==> config.mk <==
export PLATFORM = sky130hd
export DESIGN_NAME = integer_to_ascii_formatter_core
export DESIGN_NICKNAME = d
export VERILOG_FILES = /design/src/hw/rtl/i2a_pkg.sv /design/src/hw/rtl/i2a_datapath.sv /design/src/hw/rtl/i2a_ctrl.sv /design/src/hw/rtl/integer_to_ascii_formatter_core.sv
export SDC_FILE = /design/constraint.sdc
export NUM_CORES = 1
export LEC_CHECK = 0
export BUFFER_PORTS_ARGS = -buffer_cell sky130_fd_sc_hd__buf_2
export CAP_MARGIN = 20
export CORE_ASPECT_RATIO = 0.6
export CORE_MARGIN = 2
export CORE_UTILIZATION = 67
export DETAILED_ROUTE_END_ITERATION = 10
export PLACE_DENSITY_LB_ADDON = 0.08
export SLEW_MARGIN = 25
export SYNTH_ARGS = -nofsm -noshare
export SYNTH_HDL_FRONTEND = slang
export SYNTH_HIERARCHICAL = 1
export SYNTH_SLANG_ARGS = --single-unit
==> constraint.sdc <==
create_clock -name clock -period 15.8 [get_ports clock]
set_input_delay 2.37 -clock clock [delete_from_list [all_inputs] [get_ports clock]]
set_output_delay 2.37 -clock clock [all_outputs]
set_load 0.005 [all_outputs]
==> src/hw/rtl/i2a_pkg.sv <==
// Shared types and constants for the integer-to-ASCII formatter.
// Holds the kind codes, character constants, controller/datapath command and
// status structs, and the character lookup functions. No dependencies.
`timescale 1ns / 1ps
`default_nettype none

package i2a_pkg;

   // Conversion kinds carried on the input tuser field.
   localparam logic [2:0] OP_SDEC = 3'd0;
   localparam logic [2:0] OP_UDEC = 3'd1;
   localparam logic [2:0] OP_LHEX = 3'd2;
   localparam logic [2:0] OP_UHEX = 3'd3;
   localparam logic [2:0] OP_PTR  = 3'd4;

   localparam int VALUE_W    = 64;
   localparam int NUM_DIGITS = 20;
   localparam int DIGITS_W   = NUM_DIGITS * 4;
   localparam int CNT_W      = 6;
   localparam int NIL_LEN    = 5;

   localparam logic [7:0] CHAR_MINUS = 8'h2D;
   localparam logic [7:0] CHAR_ZERO  = 8'h30;
   localparam logic [7:0] CHAR_X     = 8'h78;

   // Commands from the controller to the datapath.
   typedef struct packed {
      logic       load_dec;
      logic       load_hex;
      logic       negate;
      logic       dabble;
      logic       step;
      logic       emit;
      logic       use_digit;
      logic       last;
      logic       upper;
      logic [7:0] lit_char;
   } cmd_type;

   // Status from the datapath back to the controller.
   typedef struct packed {
      logic val_neg;
      logic val_zero;
      logic top_zero;
      logic out_free;
   } status_type;

   // ASCII character for one hex or decimal digit.
   function automatic logic [7:0] digit_char(input logic [3:0] digit, input logic upper);
      logic [7:0] ch;
      if (digit < 4'd10) begin
         ch = CHAR_ZERO + {4'd0, digit};
      end else if (upper) begin
         ch = 8'h41 + {4'd0, digit - 4'd10};
      end else begin
         ch = 8'h61 + {4'd0, digit - 4'd10};
      end
      return ch;
   endfunction

   // Characters of the null-pointer text.
   function automatic logic [7:0] nil_char(input logic [2:0] idx);
      logic [7:0] ch;
      case (idx)
         3'd0:    ch = 8'h28;
         3'd1:    ch = 8'h6E;
         3'd2:    ch = 8'h69;
         3'd3:    ch = 8'h6C;
         default: ch = 8'h29;
      endcase
      return ch;
   endfunction

endpackage

`default_nettype wire

==> src/hw/rtl/i2a_datapath.sv <==
// Datapath of the integer-to-ASCII formatter: magnitude shift register,
// BCD/hex digit register with double-dabble, and the result output register.
// Depends on i2a_pkg.
`timescale 1ns / 1ps
`default_nettype none

module i2a_datapath
   import i2a_pkg::*;
(
   input  wire logic                clock,
   input  wire logic                reset,
   input  wire logic [VALUE_W-1:0]  req_value,
   input  wire cmd_type             cmd,
   output status_type               status,
   input  wire logic                rsp_tready,
   output logic                     rsp_tvalid,
   output logic [7:0]               rsp_char,
   output logic                     rsp_last
);

   logic [VALUE_W-1:0]  mag_ff, mag_in;
   logic [DIGITS_W-1:0] dig_ff, dig_in;
   logic [DIGITS_W-1:0] adj;
   logic                valid_ff, valid_in;
   logic [7:0]          char_ff, char_in;
   logic                last_ff, last_in;
   logic [3:0]          top_digit;

   assign top_digit = dig_ff[DIGITS_W-1 -: 4];

   // Add-3 correction of every BCD digit ahead of the shift.
   always_comb begin
      for (int d = 0; d < NUM_DIGITS; d++) begin
         adj[d*4 +: 4] = (dig_ff[d*4 +: 4] >= 4'd5) ? dig_ff[d*4 +: 4] + 4'd3
                                                     : dig_ff[d*4 +: 4];
      end
   end

   // Next values of the magnitude and digit registers.
   always_comb begin
      mag_in = mag_ff;
      dig_in = dig_ff;
      if (cmd.load_dec) begin
         mag_in = cmd.negate ? (~req_value + {{(VALUE_W-1){1'b0}}, 1'b1}) : req_value;
         dig_in = '0;
      end else if (cmd.load_hex) begin
         dig_in = {{(DIGITS_W-VALUE_W){1'b0}}, req_value};
      end else if (cmd.dabble) begin
         dig_in = {adj[DIGITS_W-2:0], mag_ff[VALUE_W-1]};
         mag_in = {mag_ff[VALUE_W-2:0], 1'b0};
      end else if (cmd.step) begin
         dig_in = {dig_ff[DIGITS_W-5:0], 4'd0};
      end
   end

   // Output register: loaded on an emit, freed when the transfer completes.
   always_comb begin
      valid_in = valid_ff;
      char_in  = char_ff;
      last_in  = last_ff;
      if (cmd.emit) begin
         valid_in = 1'b1;
         char_in  = cmd.use_digit ? digit_char(top_digit, cmd.upper) : cmd.lit_char;
         last_in  = cmd.last;
      end else if (rsp_tready) begin
         valid_in = 1'b0;
      end
   end

   always_ff @(posedge clock) begin
      mag_ff  <= mag_in;
      dig_ff  <= dig_in;
      char_ff <= char_in;
      last_ff <= last_in;
      if (reset) begin
         valid_ff <= 1'b0;
      end else begin
         valid_ff <= valid_in;
      end
   end

   assign status.val_neg  = req_value[VALUE_W-1];
   assign status.val_zero = (req_value == '0);
   assign status.top_zero = (top_digit == 4'd0);
   assign status.out_free = !valid_ff || rsp_tready;

   assign rsp_tvalid = valid_ff;
   assign rsp_char   = char_ff;
   assign rsp_last   = last_ff;

endmodule

`default_nettype wire

==> src/hw/rtl/i2a_ctrl.sv <==
// Controller of the integer-to-ASCII formatter: sequences conversion, prefix,
// digit scan with leading-zero skip, and the null-pointer text.
// Depends on i2a_pkg.
`timescale 1ns / 1ps
`default_nettype none

module i2a_ctrl
   import i2a_pkg::*;
(
   input  wire logic       clock,
   input  wire logic       reset,
   input  wire logic       req_tvalid,
   output logic            req_tready,
   input  wire logic [2:0] req_op,
   input  wire status_type status,
   output cmd_type         cmd
);

   typedef enum logic [2:0] {
      ST_IDLE,
      ST_CONV,
      ST_PRE,
      ST_DIGITS,
      ST_NIL
   } state_type;

   localparam logic [CNT_W-1:0] CONV_LAST = CNT_W'(VALUE_W - 1);
   localparam logic [CNT_W-1:0] DIG_FIRST = CNT_W'(NUM_DIGITS - 1);
   localparam logic [CNT_W-1:0] NIL_LAST  = CNT_W'(NIL_LEN - 1);

   state_type        state_ff, state_in;
   logic [CNT_W-1:0] cnt_ff, cnt_in;
   logic             minus_ff, minus_in;
   logic             ptr_ff, ptr_in;
   logic             upper_ff, upper_in;
   logic             started_ff, started_in;

   assign req_tready = (state_ff == ST_IDLE);

   // Next state and command decode.
   always_comb begin
      state_in   = state_ff;
      cnt_in     = cnt_ff;
      minus_in   = minus_ff;
      ptr_in     = ptr_ff;
      upper_in   = upper_ff;
      started_in = started_ff;
      cmd        = '0;
      cmd.upper  = upper_ff;

      unique case (state_ff)
         ST_IDLE: begin
            if (req_tvalid) begin
               minus_in   = 1'b0;
               ptr_in     = 1'b0;
               upper_in   = 1'b0;
               started_in = 1'b0;
               cnt_in     = '0;
               unique case (req_op)
                  OP_SDEC: begin
                     minus_in     = status.val_neg;
                     cmd.load_dec = 1'b1;
                     cmd.negate   = status.val_neg;
                     state_in     = ST_CONV;
                  end
                  OP_LHEX: begin
                     cmd.load_hex = 1'b1;
                     cnt_in       = DIG_FIRST;
                     state_in     = ST_DIGITS;
                  end
                  OP_UHEX: begin
                     cmd.load_hex = 1'b1;
                     upper_in     = 1'b1;
                     cnt_in       = DIG_FIRST;
                     state_in     = ST_DIGITS;
                  end
                  OP_PTR: begin
                     if (status.val_zero) begin
                        state_in = ST_NIL;
                     end else begin
                        cmd.load_hex = 1'b1;
                        ptr_in       = 1'b1;
                        state_in     = ST_PRE;
                     end
                  end
                  default: begin
                     cmd.load_dec = 1'b1;
                     state_in     = ST_CONV;
                  end
               endcase
            end
         end

         // One double-dabble step per cycle over all magnitude bits.
         ST_CONV: begin
            cmd.dabble = 1'b1;
            if (cnt_ff == CONV_LAST) begin
               state_in = minus_ff ? ST_PRE : ST_DIGITS;
               cnt_in   = minus_ff ? '0 : DIG_FIRST;
            end else begin
               cnt_in = cnt_ff + 1'b1;
            end
         end

         // Sign or "0x" prefix.
         ST_PRE: begin
            if (status.out_free) begin
               cmd.emit = 1'b1;
               if (!ptr_ff) begin
                  cmd.lit_char = CHAR_MINUS;
                  state_in     = ST_DIGITS;
                  cnt_in       = DIG_FIRST;
               end else if (cnt_ff[0]) begin
                  cmd.lit_char = CHAR_X;
                  state_in     = ST_DIGITS;
                  cnt_in       = DIG_FIRST;
               end else begin
                  cmd.lit_char = CHAR_ZERO;
                  cnt_in       = cnt_ff + 1'b1;
               end
            end
         end

         // Scan digits from the top; leading zeros are dropped, the
         // lowest digit always prints.
         ST_DIGITS: begin
            if (!started_ff && status.top_zero && cnt_ff != '0) begin
               cmd.step = 1'b1;
               cnt_in   = cnt_ff - 1'b1;
            end else if (status.out_free) begin
               cmd.emit      = 1'b1;
               cmd.use_digit = 1'b1;
               cmd.step      = 1'b1;
               cmd.last      = (cnt_ff == '0);
               started_in    = 1'b1;
               if (cnt_ff == '0) begin
                  state_in = ST_IDLE;
               end else begin
                  cnt_in = cnt_ff - 1'b1;
               end
            end
         end

         ST_NIL: begin
            if (status.out_free) begin
               cmd.emit     = 1'b1;
               cmd.lit_char = nil_char(cnt_ff[2:0]);
               cmd.last     = (cnt_ff == NIL_LAST);
               if (cnt_ff == NIL_LAST) begin
                  state_in = ST_IDLE;
               end else begin
                  cnt_in = cnt_ff + 1'b1;
               end
            end
         end

         default: begin
            state_in = ST_IDLE;
         end
      endcase
   end

   always_ff @(posedge clock) begin
      if (reset) begin
         state_ff   <= ST_IDLE;
         cnt_ff     <= '0;
         minus_ff   <= 1'b0;
         ptr_ff     <= 1'b0;
         upper_ff   <= 1'b0;
         started_ff <= 1'b0;
      end else begin
         state_ff   <= state_in;
         cnt_ff     <= cnt_in;
         minus_ff   <= minus_in;
         ptr_ff     <= ptr_in;
         upper_ff   <= upper_in;
         started_ff <= started_in;
      end
   end

endmodule

`default_nettype wire

==> src/hw/rtl/integer_to_ascii_formatter_core.sv <==
// Integer-to-ASCII formatter: one 64-bit value in, its text out one character per transfer.
// Decimal kinds run a serial double-dabble over all 64 value bits after acceptance, then a
// digit scan over the 20 digit positions plus any prefix character; hex kinds skip the
// conversion. The null pointer gives the text (nil). One item is worked at a time; output
// stalls extend it.
// Synchronous active-high reset empties the output register and returns the controller to idle.
`timescale 1ns / 1ps
`default_nettype none

module integer_to_ascii_formatter_core
   import i2a_pkg::*;
(
   input  wire logic               clock,
   input  wire logic               reset,
   input  wire logic               req_tvalid,
   output logic                    req_tready,
   input  wire logic [VALUE_W-1:0] req_tdata,   // [63:0] value
   input  wire logic [2:0]         req_tuser,   // [2:0] op
   output logic                    rsp_tvalid,
   input  wire logic               rsp_tready,
   output logic [7:0]              rsp_tdata,   // [7:0] out_char
   output logic                    rsp_tlast
);

   cmd_type    cmd;
   status_type status;

   // Sequencing control.
   i2a_ctrl u_ctrl (
      .clock      (clock),
      .reset      (reset),
      .req_tvalid (req_tvalid),
      .req_tready (req_tready),
      .req_op     (req_tuser),
      .status     (status),
      .cmd        (cmd)
   );

   // Conversion registers and output register.
   i2a_datapath u_datapath (
      .clock      (clock),
      .reset      (reset),
      .req_value  (req_tdata),
      .cmd        (cmd),
      .status     (status),
      .rsp_tready (rsp_tready),
      .rsp_tvalid (rsp_tvalid),
      .rsp_char   (rsp_tdata),
      .rsp_last   (rsp_tlast)
   );

   // An accepted item keeps the input side closed on the next cycle.
   a_busy_after_accept: assert property (@(posedge clock) disable iff (reset)
      req_tvalid && req_tready |=> !req_tready)
      else $error("input accepted again right after a transfer");

   // Emitting the final character returns the block to idle.
   a_idle_after_last: assert property (@(posedge clock) disable iff (reset)
      cmd.emit && cmd.last |=> req_tready)
      else $error("block not idle after the final character");

   // No character is produced during the binary-to-decimal conversion.
   a_no_emit_in_conv: assert property (@(posedge clock) disable iff (reset)
      cmd.dabble |-> !cmd.emit && !req_tready)
      else $error("emit or accept during conversion");

   // A new character is loaded only when the output register is free.
   a_emit_when_free: assert property (@(posedge clock) disable iff (reset)
      cmd.emit |-> !rsp_tvalid || rsp_tready)
      else $error("output register overwritten");

endmodule

`default_nettype wire

; Word level (Yosys, flattened, before mapping)
; Index checks and enable logic that the tools add are counted.
[word_totals]
reg_bits = 167
inputBits = 71
elab_cells = 200
[op_classes]
addsub = 27
order_cmp = 21
n_eq_ne = 25
muxes = 87
bitwise = 1
reduce_logical = 27
[op_table]
columns = op, n
row1 = 64-bit 2-to-1 mux, 5
row2 = 80-bit 2-to-1 mux, 2
row3 = 4-bit by 3-bit greater-or-equal comparator with 1-bit output (second input constant), 20
row4 = 4-bit 2-to-1 mux, 20
row5 = 4-bit by 2-bit adder with 4-bit output (second input constant), 19
row6 = 64-bit by 1-bit adder with 64-bit output (second input constant), 1
row7 = 64-bit logical NOT, 1
row8 = 64-bit NOT, 1
row9 = 6-bit 2-to-1 mux, 10
row10 = 8-bit 2-to-1 mux, 6
row11 = 3-bit 2-to-1 mux, 15
row12 = 6-bit case mux with 5 select lines, 1
row13 = 7-bit case mux with 4 select lines, 1
row14 = 3-bit by 2-bit equality test with 1-bit output (second input constant), 6
row15 = 1-bit 2-to-1 mux, 17
row16 = 7-bit by 4-bit adder with 8-bit output (first input constant), 2
row17 = 8-bit case mux with 2 select lines, 1
row18 = 3-bit case mux with 5 select lines, 1
row19 = 2-bit != test (second input constant), 6
row20 = 5-bit 2-to-1 mux, 2
row21 = 3-bit logical NOT, 3
row22 = 3-bit by 2-bit != test with 1-bit output (second input constant), 3
row23 = 9-bit AND reduction, 1
row24 = 2-bit by 1-bit != test with 1-bit output (second input constant), 4
row25 = other kinds (27), 40

; Depth between registers and ports, before layout
[depth]
ltp_word = 8
depth_mapped = 16
depth_no_buf = 14

; Hierarchy
; The synthesis kept the hierarchy.
[modules_own_cells]
columns = module, instances, cells_each, area_per_inst_um2, seq_area_each_um2
row1 = i2a_datapath, 1, 1331, 10999.3, 3813.7
row2 = i2a_ctrl, 1, 182, 1298.7, 260.2

; Worst setup path after synthesis
; Ideal clock, no wire load.
[synth_timing]
kind = input-to-reg
from = in req_tdata[0]
to = reg u_datapath.mag_ff[0] (enable)
setup_time_ns = 0.421
arrival_time_ns = 6.614
setup_slack_ns = 8.765
stages = 15
path_buffers = 3
cell_sequence = inv_1 > ha_1 > nor3b_1 > nand3_1 > nor4_1 > nand2_1 > nor4_1 > inv_1 > a21oi_1 > nor2_1 > clkbuf_1 > inv_1 > clkbuf_1 > clkbuf_1 > a21o_1
[synth_lines]
columns = element, line_no
row1 = start: declaration, integer_to_ascii_formatter_core.sv:17  ; input wire logic [VALUE_W-1:0] req_tdata,
row2 = end signal: assignment, i2a_datapath.sv:71  ; mag_ff <= mag_in;
row3 = end: declaration, i2a_datapath.sv:21  ; logic [VALUE_W-1:0] mag_ff, mag_in;

==> impl_metrics.json <==
{
  "status": "complete, no violations",
  "final_net_count": 1626,
  "clock-sinks": 167,
  "ys_top_cells_by_count": "nor2_1, o21ai_0, a21oi_1",
  "synthTopCellsByArea": "edfxtp_1, dfxtp_1, o21ai_0",
  "finalSetupViolCount": 0,
  "grt_pass1_vias": 10750,
  "synth_cell_types": 79,
  "ios": 82,
  "cp-end-kind": "register",
  "skew_ns": 0.01001,
  "finalSetupTns_ns": 0,
  "setup_slack_ns": 8.080,
  "r2r_slack_ns": 11.23,
  "whs_path_depth": 2,
  "gr-total-overflow": 0,
  "clk_latency_ns": 0.44,
  "ys_ff_latch": 167,
  "place_congestion": 0.9454,
  "peakVddDrop_mv": 0.1296,
  "min_path_type": "register to register",
  "worstHoldStart": "u_ctrl/started_ff$_SDFFE_PP0P_",
  "ys_seq_area_frac": 0.3313,
  "syn_area_sq_um": 12300,
  "io_buffers": 81,
  "yosys.area.top_type": "edfxtp_1",
  "ff2ff_path_depth": 9,
  "grt_pass1_wl_um": 55890,
  "critPathMaxFanout": 66,
  "cts_buffer_depth": 2,
  "start_util": 0.6825,
  "syn2layout_area_growth_pct": 7.580,
  "initialDrtViolationCount": 1778,
  "worstMarginPinSlew_ns": 1.060,
  "grt_usage": 0.3631,
  "drt_wl_total_um": 35320,
  "final_hold_viol_count": 0,
  "p_per_area_nw_per_um2": 194.8,
  "min_period_ns": 7.720,
  "yosysMostFrequentCell": "nor2_1",
  "p_leak_nw": 4.723,
  "synth_edf_count": 73,
  "async_reset_ff_frac": 0,
  "fin_util": 0.7342,
  "maxSlewViolCount": 0,
  "dp_hpwl_um": 23800,
  "post_cts_buffers": 0,
  "cts-htree-levels": 4,
  "synth_cells": 1513,
  "dpl_worst_slack_ns": 7.893,
  "fin_crit_sh": 0.4886,
  "cts-hold-fix-buffers": 0,
  "fin_total_pwr_mw": 2.577,
  "clkSlewWorstSetupHoldPaths_ns": 0.07,
  "critical_path_arrival_ns": 8.06,
  "grt_antenna_before_repair": 2,
  "postSynthAreaPerCell_sq_um": 8.128,
  "wl_per_cell_um": 20.06,
  "synth_top_area_share": 0.1782,
  "drive_above_1_share": 0.1027,
  "maxCapViolCount": 0,
  "place_area_sq_um": 12680,
  "syn_nets": 1633,
  "root_buffer": "clkbuf_16",
  "chipHeight_um": 108.9,
  "ant_nets": 0,
  "viasPerCell": 6.836,
  "fill_cells": 1415,
  "synth-main-ff-cell": "dfxtp_1",
  "max_freq_mhz": 129.5,
  "yosys_warnings": 6,
  "rsz0062_at_grt": "no",
  "max_slew_margin": 0.2907,
  "final_area_sq_um": 13230,
  "grt_max_degree": 106,
  "rows": 38,
  "drcViolationCount": 0,
  "post_cts_resized": 0,
  "die_x_um": 178.9,
  "cts_tree": "yes",
  "drt_pass1_iterations": 6,
  "cts_buffers": 17,
  "worstPathRequired_ns": 16.14,
  "hold_end": "u_ctrl/started_ff$_SDFFE_PP0P_",
  "criticalPathCategory": "input port to register",
  "die_area_sq_um": 19490,
  "vias": 12040,
  "reg2reg_to": "u_datapath/mag_ff[58]$_DFFE_PP_",
  "coreArea_sq_um": 18020,
  "cp-start-kind": "input port",
  "worstReg2RegStart": "u_ctrl/state_ff[0]$_SDFFE_PP0P_"
}
## per-stage QoR
stage | hold WS [ns] | instances
3_5_place_dp | 0.4512 | 1727
5_1_grt | 0.5163 | 1759
6_report | 0.4684 | 1761
4_1_cts | 0.4603 | 1759
2_1_floorplan | 0.4367 | 1513
3_3_place_gp | 0.4436 | 1727
## worst max-delay path by stage
stage	start	endpoint	slack, ns	depth (start not counted)
floorplan	req_tdata[0]	u_datapath/mag_ff[0]$_SDFFCE_PN0P_	8.77	15
global placement	req_tdata[0]	u_datapath/dig_ff[69]$_SDFFE_PP0P_	8.36	16
detailed placement	req_tdata[0]	u_datapath/dig_ff[73]$_SDFFE_PP0P_	7.89	16
CTS	req_tdata[0]	u_datapath/dig_ff[72]$_SDFFE_PP0P_	8.32	16
global route	req_tdata[0]	u_datapath/dig_ff[68]$_SDFFE_PP0P_	7.69	16
finish	req_tdata[0]	u_datapath/dig_ff[72]$_SDFFE_PP0P_	8.08	16
## per-layer routing
metal  vias up  global-route usage  share of wire  wire [um]
li1       5632                   -              -          -
met1      5670              0.5243           0.45      16040
met2       663              0.5253           0.42      14790
met3        73             0.09100           0.10       3674
met4         0              0.1278          0.023        826
met5         -                   0              0          0
## sequential cells by signal, indices dropped and copies added (netlist names)
name,flops
u_datapath/rsp_last,1
u_datapath/rsp_tvalid,1
u_ctrl/upper_ff,1
u_datapath/rsp_char,8
u_datapath/dig_ff,80
u_ctrl/started_ff,1
u_ctrl/ptr_ff,1
u_ctrl/cnt_ff,6
u_ctrl/minus_ff,1
u_datapath/mag_ff,64
u_ctrl/state_ff,3
## layout by cell type, fill, tap and decap left out, types with 33 or more instances in the layout
cell type / count
nand2_1: 87
ha_1: 49
edfxtp_1: 73
nand3b_1: 33
mux2i_1: 36
nand3_1: 48
a211oi_1: 49
nor2_1: 136
a21oi_1: 120
nor3_1: 34
dfxtp_1: 94
buf_2: 81
inv_1: 59
o21ai_0: 129
## area by class of cell
class,instances,area (sq um),area share
Antenna cell,2,5.005,0.0003783
Multi-Input combinational cell,1164,7575,0.5725
Clock inverter,8,45.04,0.003405
Timing Repair Buffer,95,510.5,0.03859
Sequential cell,167,4074,0.3079
Clock buffer,24,491.7,0.03717
Tap cell,240,300.3,0.02270
Inverter,61,229.0,0.01731
## critical path, stage by stage
cell      delay, ns
buf_2          0.12
inv_1          0.10
ha_1           0.20
nor3b_1        0.52
nand3_1        0.60
nor4_1         0.99
nand2_1        0.12
nor4_1         0.64
inv_1          0.11
a21oi_1        0.33
nor2_4         0.04
buf_4          0.33
inv_2          0.12
buf_4          0.56
nand2_1        0.53
a211oi_1       0.33
## logic make-up (layout without fill, tap and decap cells)
logic type                 count (synthesis)  in the layout  share of synthesized area
xor gates and xnor gates                  64             64                    0.04558
muxes                                     44             44                    0.03663
other                                      1              3                  0.0003049
and+or+nand+nor                          532            532                     0.2315
buffers and inverters                    182            188                    0.05769
DFF                                      167            167                     0.3313
AOI/OAI and AO/OA                        474            474                     0.2472
adders and majority gates                 49             49                    0.04985
## power breakdown
group / total (mW) / leakage [nW] / internal, mW / switching [mW]
logic: 1.28 / 2.98 / 0.527 / 0.756
clock network: 0.393 / 0.262 / 0.216 / 0.176
registers: 0.901 / 1.48 / 0.707 / 0.194
total: 2.58 / 4.72 / 1.45 / 1.13
Power figures use the tool's default switching activity.
